==> src/rtl/sida_pkg.sv <==
// Shared types and constants for the signed integer to decimal ASCII block.
// No dependencies.
`default_nettype none

package sida_pkg;

    localparam int VALUE_BITS_DEF = 32;
    localparam int Q_DEPTH        = 2;

    localparam logic [7:0] CH_ZERO  = 8'd48;
    localparam logic [7:0] CH_MINUS = 8'd45;

    // Queue status seen by front and back.
    typedef struct packed {
        logic not_empty;
        logic full;
    } q_status_t;

    typedef enum logic [1:0] {
        BK_IDLE,
        BK_CONV,
        BK_SIGN,
        BK_EMIT
    } back_state_t;

endpackage

`default_nettype wire

==> src/rtl/sida_front.sv <==
// Front end: accepts a command and splits the value into sign and magnitude.
// Depends on sida_pkg.
`default_nettype none

module sida_front #(
    parameter int VALUE_BITS = sida_pkg::VALUE_BITS_DEF
) (
    input  wire logic                      start,
    input  wire logic signed [VALUE_BITS-1:0] value,
    input  wire sida_pkg::q_status_t       q_status,
    output logic                           busy,
    output logic                           push,
    output logic                           push_neg,
    output logic [VALUE_BITS-1:0]          push_mag
);

    always_comb
    begin
        busy     = q_status.full;
        push     = start & ~q_status.full;
        push_neg = value[VALUE_BITS-1];
        // Unsigned negate: the most negative value maps to 2^(N-1) exactly.
        push_mag = push_neg ? (~value + {{(VALUE_BITS-1){1'b0}}, 1'b1}) : value;
    end

endmodule

`default_nettype wire

==> src/rtl/sida_queue.sv <==
// Short FIFO of sign/magnitude entries between front and back.
// Depends on sida_pkg.
`default_nettype none

module sida_queue #(
    parameter int VALUE_BITS = sida_pkg::VALUE_BITS_DEF
) (
    input  wire logic                  clk,
    input  wire logic                  rst_n,
    input  wire logic                  push,
    input  wire logic                  push_neg,
    input  wire logic [VALUE_BITS-1:0] push_mag,
    input  wire logic                  pop,
    output sida_pkg::q_status_t        q_status,
    output logic                       head_neg,
    output logic [VALUE_BITS-1:0]      head_mag
);

    localparam int Depth = sida_pkg::Q_DEPTH;
    localparam int PtrW  = (Depth > 1) ? $clog2(Depth) : 1;
    localparam int CntW  = $clog2(Depth + 1);

    logic                  neg_reg [Depth];
    logic [VALUE_BITS-1:0] mag_reg [Depth];
    logic [PtrW-1:0]       wr_ptr_reg, wr_ptr_next;
    logic [PtrW-1:0]       rd_ptr_reg, rd_ptr_next;
    logic [CntW-1:0]       count_reg, count_next;

    function automatic logic [PtrW-1:0] ptr_inc(input logic [PtrW-1:0] p);
        ptr_inc = (p == PtrW'(Depth - 1)) ? '0 : p + PtrW'(1);
    endfunction

    always_comb
    begin
        q_status.not_empty = (count_reg != '0);
        q_status.full      = (count_reg == CntW'(Depth));
        head_neg           = neg_reg[rd_ptr_reg];
        head_mag           = mag_reg[rd_ptr_reg];

        wr_ptr_next = push ? ptr_inc(wr_ptr_reg) : wr_ptr_reg;
        rd_ptr_next = pop  ? ptr_inc(rd_ptr_reg) : rd_ptr_reg;
        count_next  = count_reg;
        if (push && !pop)
        begin
            count_next = count_reg + CntW'(1);
        end
        else if (pop && !push)
        begin
            count_next = count_reg - CntW'(1);
        end
    end

    always_ff @(posedge clk or negedge rst_n)
    begin
        if (!rst_n)
        begin
            wr_ptr_reg <= '0;
            rd_ptr_reg <= '0;
            count_reg  <= '0;
        end
        else
        begin
            wr_ptr_reg <= wr_ptr_next;
            rd_ptr_reg <= rd_ptr_next;
            count_reg  <= count_next;
        end
    end

    always_ff @(posedge clk)
    begin
        if (push)
        begin
            neg_reg[wr_ptr_reg] <= push_neg;
            mag_reg[wr_ptr_reg] <= push_mag;
        end
    end

endmodule

`default_nettype wire

==> src/rtl/sida_back.sv <==
// Back end: shift-and-add-3 binary to BCD, then character emission.
// Depends on sida_pkg.
`default_nettype none

module sida_back #(
    parameter int VALUE_BITS = sida_pkg::VALUE_BITS_DEF,
    parameter int NUM_DIGITS = 10
) (
    input  wire logic                  clk,
    input  wire logic                  rst_n,
    input  wire sida_pkg::q_status_t   q_status,
    input  wire logic                  head_neg,
    input  wire logic [VALUE_BITS-1:0] head_mag,
    output logic                       pop,
    output logic                       strobe,
    output logic [7:0]                 char_code,
    output logic                       last
);

    localparam int BcdW = NUM_DIGITS * 4;
    localparam int CntW = $clog2(VALUE_BITS + 1);

    sida_pkg::back_state_t state_reg, state_next;
    logic [VALUE_BITS-1:0] mag_reg, mag_next;
    logic [BcdW-1:0]       bcd_reg, bcd_next;
    logic [BcdW-1:0]       bcd_adj;
    logic                  neg_reg, neg_next;
    logic [CntW-1:0]       cnt_reg, cnt_next;
    logic                  started_reg, started_next;
    logic                  strobe_reg, strobe_next;
    logic [7:0]            char_reg, char_next;
    logic                  last_reg, last_next;
    logic [3:0]            top_digit;
    logic                  final_digit;

    // Add 3 to every digit of 5 or more before the shift.
    always_comb
    begin
        for (int i = 0; i < NUM_DIGITS; i++)
        begin
            bcd_adj[4*i +: 4] = (bcd_reg[4*i +: 4] >= 4'd5) ? bcd_reg[4*i +: 4] + 4'd3
                                                            : bcd_reg[4*i +: 4];
        end
    end

    always_comb
    begin
        state_next   = state_reg;
        mag_next     = mag_reg;
        bcd_next     = bcd_reg;
        neg_next     = neg_reg;
        cnt_next     = cnt_reg;
        started_next = started_reg;
        strobe_next  = 1'b0;
        char_next    = char_reg;
        last_next    = 1'b0;
        pop          = 1'b0;
        top_digit    = bcd_reg[BcdW-1 -: 4];
        final_digit  = (cnt_reg == CntW'(1));

        case (state_reg)
            sida_pkg::BK_IDLE:
            begin
                if (q_status.not_empty)
                begin
                    pop        = 1'b1;
                    mag_next   = head_mag;
                    neg_next   = head_neg;
                    bcd_next   = '0;
                    cnt_next   = CntW'(VALUE_BITS);
                    state_next = sida_pkg::BK_CONV;
                end
            end
            sida_pkg::BK_CONV:
            begin
                bcd_next     = {bcd_adj[BcdW-2:0], mag_reg[VALUE_BITS-1]};
                mag_next     = {mag_reg[VALUE_BITS-2:0], 1'b0};
                cnt_next     = cnt_reg - CntW'(1);
                started_next = 1'b0;
                if (final_digit)
                begin
                    cnt_next   = CntW'(NUM_DIGITS);
                    state_next = neg_reg ? sida_pkg::BK_SIGN : sida_pkg::BK_EMIT;
                end
            end
            sida_pkg::BK_SIGN:
            begin
                strobe_next = 1'b1;
                char_next   = sida_pkg::CH_MINUS;
                state_next  = sida_pkg::BK_EMIT;
            end
            sida_pkg::BK_EMIT:
            begin
                // Leading zeros are dropped; the units digit always goes out.
                if (started_reg || (top_digit != 4'd0) || final_digit)
                begin
                    strobe_next  = 1'b1;
                    char_next    = sida_pkg::CH_ZERO + {4'd0, top_digit};
                    last_next    = final_digit;
                    started_next = 1'b1;
                end
                bcd_next = {bcd_reg[BcdW-5:0], 4'd0};
                cnt_next = cnt_reg - CntW'(1);
                if (final_digit)
                begin
                    state_next = sida_pkg::BK_IDLE;
                end
            end
            default:
            begin
                state_next = sida_pkg::BK_IDLE;
            end
        endcase
    end

    always_ff @(posedge clk or negedge rst_n)
    begin
        if (!rst_n)
        begin
            state_reg  <= sida_pkg::BK_IDLE;
            strobe_reg <= 1'b0;
        end
        else
        begin
            state_reg  <= state_next;
            strobe_reg <= strobe_next;
        end
    end

    always_ff @(posedge clk)
    begin
        mag_reg     <= mag_next;
        bcd_reg     <= bcd_next;
        neg_reg     <= neg_next;
        cnt_reg     <= cnt_next;
        started_reg <= started_next;
        char_reg    <= char_next;
        last_reg    <= last_next;
    end

    assign strobe    = strobe_reg;
    assign char_code = char_reg;
    assign last      = last_reg;

endmodule

`default_nettype wire

==> src/rtl/signed_int_to_decimal_ascii.sv <==
// Signed two's-complement integer to decimal ASCII text, top level.
// Instantiates sida_front, sida_queue, sida_back; depends on sida_pkg.
//
// A command is taken on a rising edge with start high and busy low. Its text
// comes out as a run of characters on char_code, one per strobe cycle, most
// significant first: '-' for negative values, then the digits with leading
// zeros dropped (zero gives a single '0'); last marks the final character.
// Strobe is a one-cycle pulse and cannot be held off, so the receiver must
// take every character in the cycle it appears. Busy is high only while the
// two-entry command queue is full; up to two commands can be waiting while
// one is being converted. Each command passes through the converter's idle
// pop, the bit-serial shift-and-add-3 loop, a sign state for a negative
// value and the digit-by-digit emission scan. Reset clears the back-end state,
// the strobe and the queue pointers and count.
`default_nettype none

module signed_int_to_decimal_ascii #(
    parameter int VALUE_BITS = sida_pkg::VALUE_BITS_DEF
) (
    input  wire logic                         clk,
    input  wire logic                         rst_n,
    input  wire logic                         start,
    output logic                              busy,
    input  wire logic signed [VALUE_BITS-1:0] value,
    output logic                              strobe,
    output logic [7:0]                        char_code,
    output logic                              last
);

    // Decimal digits of 2^(VALUE_BITS-1), the largest magnitude.
    localparam int NumDigits = ((VALUE_BITS - 1) * 30103) / 100000 + 1;

    sida_pkg::q_status_t   q_status;
    logic                  push;
    logic                  push_neg;
    logic [VALUE_BITS-1:0] push_mag;
    logic                  pop;
    logic                  head_neg;
    logic [VALUE_BITS-1:0] head_mag;

    // Front: accept command, form sign and magnitude.
    sida_front #(
        .VALUE_BITS (VALUE_BITS)
    ) u_front (
        .start    (start),
        .value    (value),
        .q_status (q_status),
        .busy     (busy),
        .push     (push),
        .push_neg (push_neg),
        .push_mag (push_mag)
    );

    // Queue decouples command acceptance from conversion.
    sida_queue #(
        .VALUE_BITS (VALUE_BITS)
    ) u_queue (
        .clk      (clk),
        .rst_n    (rst_n),
        .push     (push),
        .push_neg (push_neg),
        .push_mag (push_mag),
        .pop      (pop),
        .q_status (q_status),
        .head_neg (head_neg),
        .head_mag (head_mag)
    );

    // Back: binary to BCD, then at most one character transfer per cycle.
    sida_back #(
        .VALUE_BITS (VALUE_BITS),
        .NUM_DIGITS (NumDigits)
    ) u_back (
        .clk       (clk),
        .rst_n     (rst_n),
        .q_status  (q_status),
        .head_neg  (head_neg),
        .head_mag  (head_mag),
        .pop       (pop),
        .strobe    (strobe),
        .char_code (char_code),
        .last      (last)
    );

endmodule

`default_nettype wire

==> config.mk <==
export PLATFORM = sky130hd
export DESIGN_NAME = signed_int_to_decimal_ascii
export DESIGN_NICKNAME = d
export VERILOG_FILES = /design/src/rtl/sida_pkg.sv /design/src/rtl/sida_front.sv /design/src/rtl/sida_queue.sv /design/src/rtl/sida_back.sv /design/src/rtl/signed_int_to_decimal_ascii.sv
export SDC_FILE = /design/constraint.sdc
export NUM_CORES = 1
export LEC_CHECK = 0
export ABC_AREA = 1
export ABC_CLOCK_PERIOD_IN_PS = 7300
export BUFFER_PORTS_ARGS = -buffer_cell sky130_fd_sc_hd__buf_2
export CAP_MARGIN = 20
export CORE_ASPECT_RATIO = 0.6
export CORE_MARGIN = 2
export CORE_UTILIZATION = 50
export DETAILED_ROUTE_END_ITERATION = 12
export PLACE_DENSITY = 0.67
export SETUP_SLACK_MARGIN = 0.3
export SYNTH_ARGS = -nofsm -noshare
export SYNTH_HDL_FRONTEND = slang
export SYNTH_HIERARCHICAL = 1
export SYNTH_SLANG_ARGS = --single-unit
==> constraint.sdc <==
create_clock -name clk -period 7.3 [get_ports clk]
set_input_delay 0.73 -clock clk [delete_from_list [all_inputs] [get_ports clk]]
set_output_delay 0.73 -clock clk [all_outputs]
set_load 0.01 [all_outputs]
======== Yosys cells after proc, flatten, opt, wreduce, memory -nomap -nowiden ========
Memories as Yosys holds them, arrays and structs flattened. A register that Yosys moved wholly into a read port is not among the register bits.
Cells that the tools add are included.
word-level totals
  register bits ........................... 95
  latch bits .............................. 0
  RAM bits ................................ 66
  memory bits (read-only) ................. 0
  bits of input ports ..................... 35
  output and inout port bits .............. 11
  word-level logic and storage cells ...... 110
  memories kept ........................... 2
cells by class
  add/sub/neg operators ................... 17
  multipliers ............................. 0
  divide/modulo/power cells ............... 0
  order comparisons ....................... 10
  eq/ne operators ......................... 9
  shifts and indexed selects .............. 0
  muxes and demuxes ....................... 37
  bitwise logic cells ..................... 3
  reductions and logical operators ........ 21
memory list
  memory           depth  bits a word  rd ports  clocked after memory_dff  write ports  line              text
  u_queue.mag_reg  2      32           1         0                         1            sida_queue.sv:24  logic [VALUE_BITS-1:0] mag_reg [Depth];
  u_queue.neg_reg  2      1            1         1                         1            sida_queue.sv:23  logic neg_reg [Depth];
operators by type and width
  kind                                                                      number
  40-bit case mux with 3 select lines                                       1
  32-bit 2-to-1 mux                                                         2
  32-bit case mux with 2 select lines                                       1
  4-bit by 3-bit >= comparator with 1-bit output (second input constant)    10
  40-bit 2-to-1 mux                                                         1
  4-bit by 2-bit adder with 4-bit output (second input constant)            9
  4-bit 2-to-1 mux                                                          9
  32-bit by 1-bit adder with 32-bit output (second input constant)          1
  32-bit inverter                                                           1
  6-bit case mux with 3 select lines                                        1
  8-bit case mux with 2 select lines                                        1
  6-bit 2-to-1 mux                                                          2
  2-bit AND reduction                                                       6
  2-bit 2-to-1 mux                                                          5
  2-bit nonzero test                                                        5
  1-bit 2-to-1 mux                                                          9
  8-bit 2-to-1 mux                                                          1
  2-bit case mux with 4 select lines                                        1
  6-bit by 4-bit adder with 7-bit output (first input constant)             1
  2-bit equality test (second input constant)                               3
  6-bit by 1-bit equality test with 1-bit output (second input constant)    1
  2-bit by 1-bit inequality test with 1-bit output (second input constant)  3
  6-bit by 1-bit subtractor with 6-bit output (second input constant)       1
  1-bit case mux with 2 select lines                                        2
  16 further kinds                                                          20

======== Logic depth before layout (Yosys ltp) ========
  word-level depth ........................ 7
  depth in mapped cells ................... 11
  gate-level depth less buffers ........... 11

======== Cells and area by module ========
Netlist, hierarchy kept.
by module, submodules not included
  module      times used  cells an instance  area an instance (um^2)  sequential area each (um^2)
  sida_back   1           566                4902.2                   2647.5
  sida_queue  1           128                2740.1                   2082.0
  sida_front  1           225                1136.1                   0.0

======== Worst setup path before layout ========
No wires, ideal clock.
  path type ............................... reg2reg
  start ................................... reg u_back.state_reg[0]
  end ..................................... reg u_back.bcd_reg[0] (enable)
  data arrival time ....................... 4.193 ns
  path slack .............................. 2.593 ns
  stages on the path, launching flop included .. 7
  path buffers ............................ 1
  period minus slack after synthesis ...... 4.707 ns
  cell sequence ........................... dfrtp_1 ha_1 buf_2 inv_1 nand2_2 inv_1 o21ai_0
between the ends
  cells in the longest elaborated chain, start to end .. 3
  elaborated cells between the ends (all ways) .. 6
  classes of those cells .................. eq/ne (3); reduce/logical (3)
ends and longest elaborated chain
  element                                                                              line              text
  from (decl)                                                                          sida_back.sv:23   sida_pkg::back_state_t state_reg, state_next;
  from (signal assigned)                                                               sida_back.sv:120  state_reg <= sida_pkg::BK_IDLE;
  from (signal assigned)                                                               sida_back.sv:125  state_reg <= state_next;
  2-bit by 1-bit equality test with 1-bit output, or another cell as far along         sida_back.sv:61   case (state_reg)
  3-bit nonzero test (no source line) / 2-bit inequality test (equally long branches)  -
  2-bit AND reduction (no source line) *                                               -
  to (signal assigned)                                                                 sida_back.sv:133  bcd_reg <= bcd_next;
  to (decl)                                                                            sida_back.sv:25   logic [BcdW-1:0] bcd_reg, bcd_next;
Mark *: on every way between the ends. The rest lies on a longest branch, timed or not.
A chain may end at the register's enable or synchronous reset.

======== Worst setup path after layout ========
  start ................................... reg u_back.state_reg[1]
  end ..................................... reg u_back.bcd_reg[6] (enable)
The elaborated chain is that of the path after synthesis.

==> qor.txt <==
Cell area after layout -> 9730 sq um
Fin. max-slew vios -> 0
CP Capture Type -> flop
Detailed placement HPWL -> 11.6 mm
Antenna-violating nets left -> 0
Pre-CTS setup slack -> 3.86 ns
R2r setup slk -> 3.82 ns
Worst Path Arrival -> 3.55 ns
FP Rows -> 37
Rel. slew slack -> 45.6%
CTS tree -> built
Worst Hold Class -> input port to asynchronous set/reset pin
Number of buffers created by CTS -> 17
FFs w/ async S/R, synth -> 4.40%
Post-CTS Setup Inserts -> 0
Slew at the pin closest to its max-slew limit -> 0.816 ns
Critical R2R Capture -> u_back/bcd_reg[6]
Yosys warns -> 6
Top-Level Pins -> 46
FF+latch count, synth -> 159
Initial antenna violation count -> 0
Core Region -> 17,200 sq um
Setup Skew -> 0.0123 ns
Clock Pin Slew Worst Setup and Hold Paths -> 0.07 ns
WHS -> 0.129 ns
Max IR drop VDD -> 230 uV
DR iter-0 viols -> 637
Avg Cell Area, Syn -> 9.55 sq um
Area delta synth->final -> 10.9%
Total routed wirelength -> 16.6 mm
Wire per inst -> 13.8 um
Hold Vio Cnt, Final -> 0
Worst setup startpoint -> u_back/state_reg[1]
Ratio of cells with drive above 1 in the final layout -> 15.5%
Hold Buf Count CTS -> 0
EDFF count, synth -> 151
Final setup vio count -> 0
Port-buffer cells -> 42
Gates resized, CTS repair -> 0
Global-route wire length before repair -> 28.3 mm
Synth Instances -> 919
Residual DRC -> 0
CTS H-tree depth -> 4
CP required -> 7.37 ns
Achievable frequency -> 288 MHz
Die ar. -> 18,700 sq um
Largest net degree at the start of global routing -> 77
Synth unique cells -> 33
RSZ-0062 raised after global routing -> no
Worst r2r path cells -> 8
Clock latency on the worst-skew pair -> 0.42 ns
Vias -> 6,114
P per Cell Area -> 438 nW/um^2
Status -> completed
Initial Utilization -> 51.1%
DIE HEIGHT -> 107 um
Largest register FFs -> 64
Fillers -> 1,528
Via-per-instance ratio -> 5.07
Reg2reg start -> u_back/state_reg[1]
Cell count along the critical path -> 8
Peak fanout along the critical path -> 76
Final net count -> 1,023
Ys flop type -> edfxtp_1
Register area share after synthesis -> 53.9%
Post-placement cell area -> 9140 sq um
Total GRT Usage -> 19.3%
CP delay by family, top -> buffers and inverters
Clock sinks -> 159
Antenna diodes -> 0
GRT Residual Overflow -> 0
Min Tclk post-route -> 3.48 ns
Clk root buf -> clkbuf_16
Max Cap Viol -> 0
Worst Setup EP -> u_back/bcd_reg[6]
Crit-path cells -> inv_1 > ha_2 > buf_4 > inv_2 > nand2_2 > inv_1 > o21ai_4 > buf_4
Max incr delay on CP -> 0.60 ns
Startpoint types -> flop
Die width -> 175 um
Total Neg Setup Slack -> 0 ns
CP bufs+invs -> 5
Crit share post-route -> 47.6%
Clock Tree Buf Depth -> 2
Leak -> 4.33 nW
Setup CP Type -> flop to flop
Placer Congestion -> 0.857
Vias in the first global route -> 5,797
Crit-path slowest cell -> buf_4
Mapped cell area -> 8780 sq um
Final setup margin -> 3.82 ns
First drt pass iteration count -> 5
## final cells by class
cell class,instances,area (sq um),area share [%]
Timing Repair Buffer,49,263,2.70
Tap cell,234,293,3.01
Clock buffer,17,425,4.37
Sequential cell,159,4730,48.6
Clock inverter,15,165,1.70
Multi-Input combinational cell,639,3510,36.0
Inverter,93,349,3.59
## worst min path at each step
stage,slack (ns),cells after the start,end
finish,0.13,1,u_queue/count_reg[0]
global route,0.12,1,u_queue/count_reg[1]
global placement,0.46,2,u_queue/count_reg[1]
CTS,0.12,1,u_queue/count_reg[1]
floorplan,0.43,0,u_back/state_reg[0]
detailed placement,0.49,2,u_queue/count_reg[1]
## cell usage after synthesis, types with 8 or more instances
| master | count | area, sq um |
|---|---|---|
| nand2_1 | 337 | 1260 |
| buf_4 | 10 | 75.1 |
| mux2_4 | 29 | 435 |
| o21ai_0 | 11 | 55.1 |
| ha_1 | 29 | 363 |
| o22ai_1 | 8 | 50.1 |
| xor2_1 | 13 | 114 |
| nor2_1 | 57 | 214 |
| buf_2 | 11 | 55.1 |
| edfxtp_1 | 151 | 4530 |
| nand4_1 | 34 | 213 |
| a21oi_1 | 13 | 65.1 |
| nand3_1 | 63 | 315 |
| inv_1 | 90 | 338 |
## layer usage
metal / global-route usage [%] / routed length [um]
met5: 0 / 0
met4: 5.12 / 112
met3: 5.07 / 1040
met2: 28.0 / 6890
met1: 28.6 / 8570
## cells by family after synthesis
family / count (synthesis) / synth area share [%]
adders and majority gates: 29 / 4.13
and+or+nand+nor: 520 / 25.9
xor gates and xnor gates: 19 / 1.90
buffers and inverters: 122 / 6.44
DFF: 159 / 53.9
other: 2 / 0.0856
AOI/OAI and AO/OA: 35 / 2.24
muxes: 33 / 5.47
## where the power goes
| group | switching, mW | leakage (nW) | internal [mW] |
|---|---|---|---|
| registers | 0.185 | 1.54 | 1.58 |
| clock network | 0.409 | 0.290 | 0.459 |
| logic | 1.07 | 2.50 | 0.558 |
| total | 1.66 | 4.33 | 2.60 |
## worst reg2reg max path: stages, from the launching register on
cell and delay [ns]:
dfrtp_1 0.43, inv_1 0.11, ha_2 0.16, buf_4 0.60, inv_2 0.54, nand2_2 0.23, inv_1 0.11, o21ai_4 0.45
buf_4 0.48
## stage by stage
stage / power [mW] / utilization [%] / cells
2_1_floorplan: 3.08 / - / 920
3_3_place_gp: 3.38 / 53.2 / 1174
3_5_place_dp: 3.41 / 53.2 / 1174
4_1_cts: 4.29 / 56.7 / 1206
5_1_grt: 4.62 / 56.7 / 1206
6_report: 4.26 / 56.7 / 1206
## placed cells by master (no fill, tap or decap), types with 2 or more instances in the layout
cell	n
inv_1	90
nand2_2	7
mux2_2	4
nand2_1	337
mux2_4	29
nor2_4	6
edfxtp_1	151
dfrtp_1	6
nand4_1	34
xor2_1	13
buf_4	7
o21ai_0	9
inv_8	3
nor2_1	56
conb_1	3
clkinv_4	2
clkbuf_16	17
nor2_8	2
inv_6	5
nor2_2	6
buf_2	42
o22ai_1	8
inv_2	3
nand2_4	3
nand3_2	2
nand3b_1	2
nand3_1	63
xnor2_1	6
ha_1	28
a21oi_1	13
clkinv_8	4
o21ai_2	4
Note: power is estimated with default switching activity, not from simulation.
